## src/mrse_pkg.sv

```systemverilog
`default_nettype none
package mrse_pkg;

	localparam int KEY_W     = 32;
	localparam int PAYLOAD_W = 32;

	typedef logic [1:0] op_t;
	typedef logic [1:0] status_t;
	typedef logic       kind_t;

	localparam op_t OP_LOAD  = 2'd0;
	localparam op_t OP_PLACE = 2'd1;
	localparam op_t OP_FLUSH = 2'd2;
	localparam op_t OP_CLEAR = 2'd3;

	localparam status_t ST_OK        = 2'd0;
	localparam status_t ST_NOT_FOUND = 2'd1;
	localparam status_t ST_FULL      = 2'd2;
	localparam status_t ST_EMPTY     = 2'd3;

	localparam kind_t KIND_ACK   = 1'b0;
	localparam kind_t KIND_ENTRY = 1'b1;

	typedef struct packed {
		op_t                  operation;
		logic [KEY_W-1:0]     key;
		logic [PAYLOAD_W-1:0] payload;
	} req_item_t;

	typedef struct packed {
		kind_t                kind;
		logic [PAYLOAD_W-1:0] payload_out;
		status_t              status;
		logic                 last;
	} rsp_item_t;

endpackage
`default_nettype wire

```

## src/mrse_req_if.sv

```systemverilog
`default_nettype none
interface mrse_req_if;
	logic                valid;
	logic                ready;
	mrse_pkg::req_item_t data;

	modport source (output valid, output data, input ready);
	modport sink (input valid, input data, output ready);
endinterface
`default_nettype wire

```

## src/mrse_rsp_if.sv

```systemverilog
`default_nettype none
interface mrse_rsp_if;
	logic                valid;
	logic                ready;
	mrse_pkg::rsp_item_t data;

	modport source (output valid, output data, input ready);
	modport sink (input valid, input data, output ready);
endinterface
`default_nettype wire

```

## src/mrse_ram.sv

```systemverilog
`default_nettype none
module mrse_ram #(
	parameter int WIDTH = 32,
	parameter int DEPTH = 64
) (
	input  wire logic                 clk,
	input  wire logic                 en,
	input  wire logic                 we,
	input  wire logic [((DEPTH > 1) ? $clog2(DEPTH) : 1)-1:0] addr,
	input  wire logic [WIDTH-1:0]     wdata,
	output logic      [WIDTH-1:0]     rdata
);
	logic [WIDTH-1:0] mem_q [DEPTH];
	logic [WIDTH-1:0] rdata_q;

	always_ff @(posedge clk) begin
		if (en) begin
			if (we) begin
				mem_q[addr] <= wdata;
			end else begin
				rdata_q <= mem_q[addr];
			end
		end
	end

	assign rdata = rdata_q;
endmodule
`default_nettype wire

```

## src/memo_rank_sort_engine_core.sv

```systemverilog
// load and clear: the result is sent from the ack state once the output is free
// place: the key memory is read one entry per cycle until a key matches or all are read
// flush: marked payloads go one by one through the single payload memory port
// one item at a time: req.ready is high only while the sequencer is idle
// reset clears the entry count, the marks and the output register; the memories are not cleared
`default_nettype none
module memo_rank_sort_engine_core #(
	parameter int TABLE_DEPTH  = 64,
	parameter int KEY_BITS     = 32,
	parameter int PAYLOAD_BITS = 32
) (
	input wire logic  clk,
	input wire logic  arst_n,
	mrse_req_if.sink  req,
	mrse_rsp_if.source rsp
);
	localparam int AW = (TABLE_DEPTH > 1) ? $clog2(TABLE_DEPTH) : 1;
	localparam int CW = $clog2(TABLE_DEPTH + 1);

	localparam logic [2:0] S_IDLE  = 3'd0;
	localparam logic [2:0] S_ACK   = 3'd1;
	localparam logic [2:0] S_PSCAN = 3'd2;
	localparam logic [2:0] S_FSCAN = 3'd3;
	localparam logic [2:0] S_FREAD = 3'd4;
	localparam logic [2:0] S_FEND  = 3'd5;

	logic [2:0]                state_q;
	logic [CW-1:0]             count_q;
	logic [CW-1:0]             idx_q;
	logic [TABLE_DEPTH-1:0]    marked_q;
	logic                      cmp_valid_s1;
	logic [AW-1:0]             cmp_idx_s1;
	logic [KEY_BITS-1:0]       key_q;
	logic [PAYLOAD_BITS-1:0]   payload_q;
	logic [PAYLOAD_BITS-1:0]   held_q;
	logic                      have_q;
	mrse_pkg::status_t         ack_status_q;
	logic                      rsp_valid_q;
	mrse_pkg::rsp_item_t       rsp_data_q;

	logic [KEY_BITS-1:0]       key_in;
	logic [PAYLOAD_BITS-1:0]   payload_in;
	logic [mrse_pkg::PAYLOAD_W-1:0] held_out;
	logic [KEY_BITS-1:0]       key_rd;
	logic [PAYLOAD_BITS-1:0]   pay_rd;
	logic                      key_en;
	logic                      key_we;
	logic [AW-1:0]             key_addr;
	logic                      pay_en;
	logic                      pay_we;
	logic [AW-1:0]             pay_addr;
	logic                      rsp_free;
	logic                      rsp_load;
	logic                      found;
	logic                      table_full;

	// width fitting between the fixed item fields and the stored widths
	generate
		if (KEY_BITS > mrse_pkg::KEY_W) begin : g_key_wide
			assign key_in = {{(KEY_BITS - mrse_pkg::KEY_W){1'b0}}, req.data.key};
		end else if (KEY_BITS == mrse_pkg::KEY_W) begin : g_key_same
			assign key_in = req.data.key;
		end else begin : g_key_narrow
			assign key_in = req.data.key[KEY_BITS-1:0];
		end
		if (PAYLOAD_BITS > mrse_pkg::PAYLOAD_W) begin : g_pay_wide
			assign payload_in = {{(PAYLOAD_BITS - mrse_pkg::PAYLOAD_W){1'b0}},
				req.data.payload};
			assign held_out   = held_q[mrse_pkg::PAYLOAD_W-1:0];
		end else if (PAYLOAD_BITS == mrse_pkg::PAYLOAD_W) begin : g_pay_same
			assign payload_in = req.data.payload;
			assign held_out   = held_q;
		end else begin : g_pay_narrow
			assign payload_in = req.data.payload[PAYLOAD_BITS-1:0];
			assign held_out   = {{(mrse_pkg::PAYLOAD_W - PAYLOAD_BITS){1'b0}}, held_q};
		end
	endgenerate

	assign rsp_free   = !rsp_valid_q || rsp.ready;
	assign rsp_load   = rsp_free && ((state_q == S_ACK) || (state_q == S_FEND) ||
		(state_q == S_FREAD && have_q));
	assign found      = cmp_valid_s1 && (key_rd == key_q);
	assign table_full = (count_q >= CW'(TABLE_DEPTH));

	assign req.ready = (state_q == S_IDLE);
	assign rsp.valid = rsp_valid_q;
	assign rsp.data  = rsp_data_q;

	always_comb begin
		key_en   = 1'b0;
		key_we   = 1'b0;
		key_addr = idx_q[AW-1:0];
		pay_en   = 1'b0;
		pay_we   = 1'b0;
		pay_addr = idx_q[AW-1:0];
		unique case (state_q)
			S_IDLE: begin
				if (req.valid && req.data.operation == mrse_pkg::OP_LOAD && !table_full) begin
					key_en   = 1'b1;
					key_we   = 1'b1;
					key_addr = count_q[AW-1:0];
				end
			end
			S_PSCAN: begin
				if (found) begin
					pay_en   = 1'b1;
					pay_we   = 1'b1;
					pay_addr = cmp_idx_s1;
				end else if (idx_q != count_q) begin
					key_en = 1'b1;
				end
			end
			S_FSCAN: begin
				if (idx_q != count_q && marked_q[idx_q[AW-1:0]]) begin
					pay_en = 1'b1;
				end
			end
			S_ACK, S_FREAD, S_FEND: begin
			end
			default: begin
			end
		endcase
	end

	mrse_ram #(
		.WIDTH (KEY_BITS),
		.DEPTH (TABLE_DEPTH)
	) u_key_ram (
		.clk   (clk),
		.en    (key_en),
		.we    (key_we),
		.addr  (key_addr),
		.wdata (key_in),
		.rdata (key_rd)
	);

	mrse_ram #(
		.WIDTH (PAYLOAD_BITS),
		.DEPTH (TABLE_DEPTH)
	) u_pay_ram (
		.clk   (clk),
		.en    (pay_en),
		.we    (pay_we),
		.addr  (pay_addr),
		.wdata (payload_q),
		.rdata (pay_rd)
	);

	always_ff @(posedge clk or negedge arst_n) begin
		if (!arst_n) begin
			state_q      <= S_IDLE;
			count_q      <= '0;
			idx_q        <= '0;
			marked_q     <= '0;
			cmp_valid_s1 <= 1'b0;
			cmp_idx_s1   <= '0;
			key_q        <= '0;
			payload_q    <= '0;
			held_q       <= '0;
			have_q       <= 1'b0;
			ack_status_q <= mrse_pkg::ST_OK;
			rsp_valid_q  <= 1'b0;
			rsp_data_q   <= '0;
		end else begin
			if (rsp_load) begin
				rsp_valid_q <= 1'b1;
			end else if (rsp.ready) begin
				rsp_valid_q <= 1'b0;
			end
			unique case (state_q)
				S_IDLE: begin
					if (req.valid) begin
						unique case (req.data.operation)
							mrse_pkg::OP_LOAD: begin
								if (table_full) begin
									ack_status_q <= mrse_pkg::ST_FULL;
								end else begin
									count_q                    <= count_q + 1'b1;
									marked_q[count_q[AW-1:0]]  <= 1'b0;
									ack_status_q               <= mrse_pkg::ST_OK;
								end
								state_q <= S_ACK;
							end
							mrse_pkg::OP_PLACE: begin
								key_q        <= key_in;
								payload_q    <= payload_in;
								idx_q        <= '0;
								cmp_valid_s1 <= 1'b0;
								state_q      <= S_PSCAN;
							end
							mrse_pkg::OP_FLUSH: begin
								idx_q   <= '0;
								have_q  <= 1'b0;
								state_q <= S_FSCAN;
							end
							mrse_pkg::OP_CLEAR: begin
								count_q      <= '0;
								marked_q     <= '0;
								ack_status_q <= mrse_pkg::ST_OK;
								state_q      <= S_ACK;
							end
							default: begin
							end
						endcase
					end
				end
				S_ACK: begin
					if (rsp_free) begin
						rsp_data_q  <= '{kind: mrse_pkg::KIND_ACK, payload_out: '0,
							status: ack_status_q, last: 1'b1};
						state_q     <= S_IDLE;
					end
				end
				S_PSCAN: begin
					// key read for idx_q goes out while the previous entry is compared
					if (found) begin
						marked_q[cmp_idx_s1] <= 1'b1;
						ack_status_q         <= mrse_pkg::ST_OK;
						state_q              <= S_ACK;
					end else if (idx_q == count_q) begin
						cmp_valid_s1 <= 1'b0;
						if (!cmp_valid_s1) begin
							ack_status_q <= mrse_pkg::ST_NOT_FOUND;
							state_q      <= S_ACK;
						end
					end else begin
						cmp_valid_s1 <= 1'b1;
						cmp_idx_s1   <= idx_q[AW-1:0];
						idx_q        <= idx_q + 1'b1;
					end
				end
				S_FSCAN: begin
					if (idx_q == count_q) begin
						state_q <= S_FEND;
					end else if (marked_q[idx_q[AW-1:0]]) begin
						state_q <= S_FREAD;
					end else begin
						idx_q <= idx_q + 1'b1;
					end
				end
				S_FREAD: begin
					// hold one entry back so the final one can carry last
					if (!have_q || rsp_free) begin
						if (have_q) begin
							rsp_data_q  <= '{kind: mrse_pkg::KIND_ENTRY, payload_out: held_out,
								status: mrse_pkg::ST_OK, last: 1'b0};
						end
						held_q  <= pay_rd;
						have_q  <= 1'b1;
						idx_q   <= idx_q + 1'b1;
						state_q <= S_FSCAN;
					end
				end
				S_FEND: begin
					if (rsp_free) begin
						if (have_q) begin
							rsp_data_q <= '{kind: mrse_pkg::KIND_ENTRY, payload_out: held_out,
								status: mrse_pkg::ST_OK, last: 1'b1};
						end else begin
							rsp_data_q <= '{kind: mrse_pkg::KIND_ACK, payload_out: '0,
								status: mrse_pkg::ST_EMPTY, last: 1'b1};
						end
						marked_q <= '0;
						have_q   <= 1'b0;
						state_q  <= S_IDLE;
					end
				end
				default: begin
					state_q <= S_IDLE;
				end
			endcase
		end
	end
endmodule
`default_nettype wire
```

## src/flat_wrapper.sv

```systemverilog
// flat-port wrapper written by rule: the top's interface ports become plain ports
module memo_rank_sort_engine_core_flat 
#(
	parameter int TABLE_DEPTH  = 64,
	parameter int KEY_BITS     = 32,
	parameter int PAYLOAD_BITS = 32
)
  (clk, arst_n, req_valid, req_data, req_ready, rsp_valid, rsp_data, rsp_ready);
  mrse_req_if req_i ();
  mrse_rsp_if rsp_i ();
  input wire logic clk;
  input wire logic arst_n;
  input wire logic [$bits(req_i.valid)-1:0] req_valid;
  input wire logic [$bits(req_i.data)-1:0] req_data;
  output wire logic [$bits(req_i.ready)-1:0] req_ready;
  output wire logic [$bits(rsp_i.valid)-1:0] rsp_valid;
  output wire logic [$bits(rsp_i.data)-1:0] rsp_data;
  input wire logic [$bits(rsp_i.ready)-1:0] rsp_ready;
  assign req_i.valid = req_valid;
  assign req_i.data = req_data;
  assign req_ready = req_i.ready;
  assign rsp_valid = rsp_i.valid;
  assign rsp_data = rsp_i.data;
  assign rsp_i.ready = rsp_ready;
  memo_rank_sort_engine_core #(.TABLE_DEPTH(TABLE_DEPTH), .KEY_BITS(KEY_BITS), .PAYLOAD_BITS(PAYLOAD_BITS)) u_core (.clk(clk), .arst_n(arst_n), .req(req_i), .rsp(rsp_i));
endmodule
```

## config.mk

```make
export PLATFORM = sky130hd
export DESIGN_NAME = memo_rank_sort_engine_core_flat
export DESIGN_NICKNAME = d
export VERILOG_FILES = /design/src/mrse_pkg.sv /design/src/mrse_req_if.sv /design/src/mrse_rsp_if.sv /design/src/mrse_ram.sv /design/src/memo_rank_sort_engine_core.sv /design/src/flat_wrapper.sv
export SDC_FILE = /design/constraint.sdc
export NUM_CORES = 2
export LEC_CHECK = 0
export ABC_AREA = 1
export ABC_CLOCK_PERIOD_IN_PS = 5600
export BUFFER_PORTS_ARGS = -buffer_cell sky130_fd_sc_hd__buf_4
export CORE_ASPECT_RATIO = 1.1
export CORE_MARGIN = 3
export CORE_UTILIZATION = 40
export CTS_BUF_LIST = sky130_fd_sc_hd__clkbuf_8
export DETAILED_ROUTE_END_ITERATION = 10
export PLACE_DENSITY = 0.64
export SLEW_MARGIN = 5
export SYNTH_ARGS = -nofsm -noshare
export SYNTH_HDL_FRONTEND = slang
export SYNTH_SLANG_ARGS = --single-unit
export TNS_END_PERCENT = 50
```

## constraint.sdc

```tcl
create_clock -name clk -period 5.6 [get_ports clk]
set_clock_uncertainty 0.05 [all_clocks]
set_input_delay 0.84 -clock clk [delete_from_list [all_inputs] [get_ports clk]]
set_output_delay 0.84 -clock clk [all_outputs]
set_load 0.03 [all_outputs]
```

==> results by group <==
Outcome
  – Status: finished clean

STA
  – Slew Viols, Final: 0
  – Final WS setup: between 600 and 700 ps
  – Hold slack: 106 ps
  – Slew at the pin closest to its max-slew limit: ~1100 ps
  – Post-layout min period: 4980 ps
  – Final Setup Violations: 0
  – RSZ-0062 raised after global routing: no
  – Tcrit/Tclk final: ~89%
  – TNS Setup: 0 ps
  – Peak Freq: 201 MHz
  – Final hold violations: 0
  – Max transition margin: 23.9%

Placement
  – Placed Area: approximately 190,000 um2
  – Placed wire-length estimate: 298,000 um
  – DP Worst Slack: 330 ps
  – Input/output buffers: around 110
  – Routability cong.: just over 0.9

Setup path
  – CP Data Arrival Time: between 5000 and 6000 ps
  – Crit end category: register
  – CP max stage delay: between 500 and 600 ps
  – Crit-path max FO: between 60 and 70
  – Most common cell on crit path: nand2_1
  – Crit-path slowest cell: o21ai_1
  – Critical path startpoint category: register
  – Crit path cell chain: inv_1 -> nand2_1 -> nand2_1 -> nor2_1 -> nand2_1 -> nor2_1 -> nand2_1 -> nor2_2 -> nand4_1 -> nand2_4 -> buf_12 -> buf_12 -> nand2_1 -> nand3_1 -> nand2_1 -> o21ai_1 -> nand2_1 -> nor2_1 -> nand2_1
  – Critical Path RT: around 6500 ps
  – CP Class: register to register

Logic synthesis
  – Syn Inst Count: ~15,000
  – Mapped cell area: ~180,000 um2
  – Post-synth cell types: between 50 and 60
  – Seq/Total Area, Yosys: between 70% and 80%
  – Syn Nets: 14,700
  – Synthesized area per cell: roughly 12 um2
  – Yosys warnings: 0
  – Yosys reg bits: about 4,400

Run
  – Max-Cap Viols: 0

Clock network
  – CTS sink count: approximately 4,400
  – CTS tree: done
  – Worst-Skew Late Latency: about 1200 ps
  – Root buffer cell: clkbuf_8
  – Cts bufs inserted: roughly 690
  – Post-CTS sizing: 0
  – Clock slew at reported path FFs: ~60 ps
  – H-tree level count: 6
  – CTS Buffer Depth: 4

Global route
  – Pin count of the biggest net entering global routing: between 100 and 150
  – Initial antenna violation count: 21
  – First-pass GRT wire length: ~760,000 um
  – GRT Util Overall: between 20 and 25%
  – Vias in the first global route: 109,000
  – Grt total ovfl: 0

Floorplan
  – Core Area: approximately 440,000 um2
  – Die Area: between 400,000 and 500,000 um2
  – Chip Width: around 640 um
  – Die height: roughly 700 um
  – Initial Util: around two fifths
  – Row count: 255
  – I/O pins: 108

Drt
  – Overall routed net length: between 500,000 and 600,000 um
  – Drt drc: 0
  – Vias per std cell: between 5 and 6
  – Vias post-DR: between 100k and 150k
  – Routed len/inst: roughly 24 um
  – Antenna viol nets, final: 0
  – Drt first pass iters: 6
  – First DRT Iteration DRCs: between 15,000 and 20,000

Cells and area
  – FILL cells: a little under 40,000
  – Layout area overhead: 13.4%
  – Area occupied by multi-input gates: approximately 36,000 um2
  – Most common cell after layout, fill and taps aside: edfxtp_1
  – Layout cells sized above 1: between 10 and 15%
  – Most frequent cells in the layout: edfxtp_1 (4,160), nand2_1 (3,983), inv_1 (2,413)
  – Design area: ~200,000 um2
  – Register area: about 130,000 um2
  – # nets final: 15,400

Power
  – P per Cell Area: a little over 400 nW/um2
  – Max VDD drop: between 0.0005 and 0.0006 V
  – P_leak: 78.4 nW

Hold path
  – Hold Crit Class: input pin to async pin
-- cells by family (layout without fill, tap and decap cells) --
logic type / after synthesis / in the layout / share of synthesized area, %
other: 0 / 19 / 0
flip-flops: 4384 / 4384 / 73.7
AO/OA/AOI/OAI: 1270 / 1270 / 5.20
multiplexers: 35 / 35 / 0.222
AND/OR/NAND/NOR: 6058 / 6058 / 14.3
buffers and inverters: 2907 / 4028 / 6.55
adder cells (fa/ha/maj): 6 / 6 / 0.0424
XOR/XNOR: 13 / 13 / 0.0643
-- cell usage after synthesis (all sizes together) --
master	n	area, um2
a2111o	1	11.3
a211o	1	8.76
a21oi	93	465
a221oi	150	1770
a22o	20	175
a22oi	525	3940
a2bb2oi	53	464
a31oi	4	25.0
a32oi	1	8.76
and2	1	6.26
and3	6	37.5
buf	520	2660
clkbuf	165	619
clkinv	4	15.0
dfrtp	224	5610
edfxtp	4160	125000
ha	6	75.1
inv	2218	8330
mux2	35	394
nand2	3990	15000
nand3	1091	5490
nand3b	2	15.0
nand4	329	2060
nor2	503	1960
nor3	128	671
nor3b	5	37.5
o211ai	47	353
o21ai	347	1770
o21bai	1	7.51
o221ai	5	43.8
o22ai	10	62.6
o31ai	2	15.0
o41ai	10	87.6
or2	2	12.5
or3	1	6.26
xnor2	10	87.6
xor2	3	26.3
-- critical path: cells and delay by family, from the launching register on --
family          cells  cell delay [ps]
compound gates      1              550
buf+inv             3              730
flops               1              440
simple gates       15             2880
-- metal layers --
| metal | vias to the layer above | part of all wire [%] | GRT usage, % | wire length, um |
|---|---|---|---|---|
| met5 | - | 0.0062 | 0 | 33 |
| met4 | 6 | 4.4 | 9.40 | 23100 |
| met3 | 1077 | 10 | 4.16 | 53100 |
| met2 | 6318 | 46 | 36.0 | 243000 |
| met1 | 56700 | 40 | 31.2 | 209000 |
| li1 | 51400 | - | - | - |
-- flip-flops by register name, summed over array words and instances, names as in the netlist, 2 cells and up --
| signal | count |
|---|---|
| u_core.u_key_ram.mem_q | 2048 |
| u_core.count_q | 7 |
| u_core.marked_q | 64 |
| u_core.cmp_idx_s1 | 6 |
| u_core.u_pay_ram.rdata | 32 |
| u_core.u_key_ram.rdata | 32 |
| u_core.held_out | 32 |
| u_core.state_q | 3 |
| u_core.payload_q | 32 |
| u_core.ack_status_q | 2 |
| u_core.u_pay_ram.mem_q | 2048 |
| u_core.rsp.data | 36 |
| u_core.key_q | 32 |
| u_core.idx_q | 7 |
-- worst paths after layout --
check                      depth (start not counted)                                  from  slack, ps                                   to
setup / recovery                                  19  u_core.u_key_ram.rdata[11]$_DFFE_PP_        620  u_core.u_pay_ram.rdata[0]$_DFFE_PP_
hold / removal                                     2                                arst_n        110      u_core.rsp.data[14]$_DFFE_PN0P_
setup reg to reg                                  19  u_core.u_key_ram.rdata[11]$_DFFE_PP_        620  u_core.u_pay_ram.rdata[0]$_DFFE_PP_
hold reg to reg                                    2       u_core.rsp.data[32]$_DFFE_PN0P_        440      u_core.rsp.data[32]$_DFFE_PN0P_
max in group asynchronous                          3                                arst_n       4120      u_core.held_out[20]$_DFFE_PN0P_
min in group clk                                   6                             req_valid        130            u_core.have_q$_DFFE_PN0P_
-- power by group --
group	internal [W]	switching, W
Sequential	0.0390	0.000679
Combinational	0.00435	0.0138
Clock	0.0121	0.0127
Total	0.0554	0.0271
-- layout make-up --
class,instances,area share (%)
Clock inverter,503,1.32
Multi-Input combinational cell,7382,18.0
Sequential cell,4384,65.0
Clock buffer,701,4.80
Tap cell,5782,3.60
Antenna cell,19,0.0237
Timing Repair Buffer,602,3.13
Inverter,2222,4.18
-- through the flow --
stage / utilization [%] / instances / power [W]
2_1_floorplan: - / 14700 / 0.0502
3_3_place_gp: 42.8 / 20300 / 0.0580
3_5_place_dp: 42.8 / 20300 / 0.0582
4_1_cts: 45.7 / 21600 / 0.0827
5_1_grt: 45.7 / 21600 / 0.0858
6_report: 45.7 / 21600 / 0.0826
-- repair_timing --
action                                 4_1_cts  5_1_grt
endpoints found under the hold margin      117        0
buffers inserted                             0        0
hold buffers                                34        0
(Power assumes the default switching activity.)
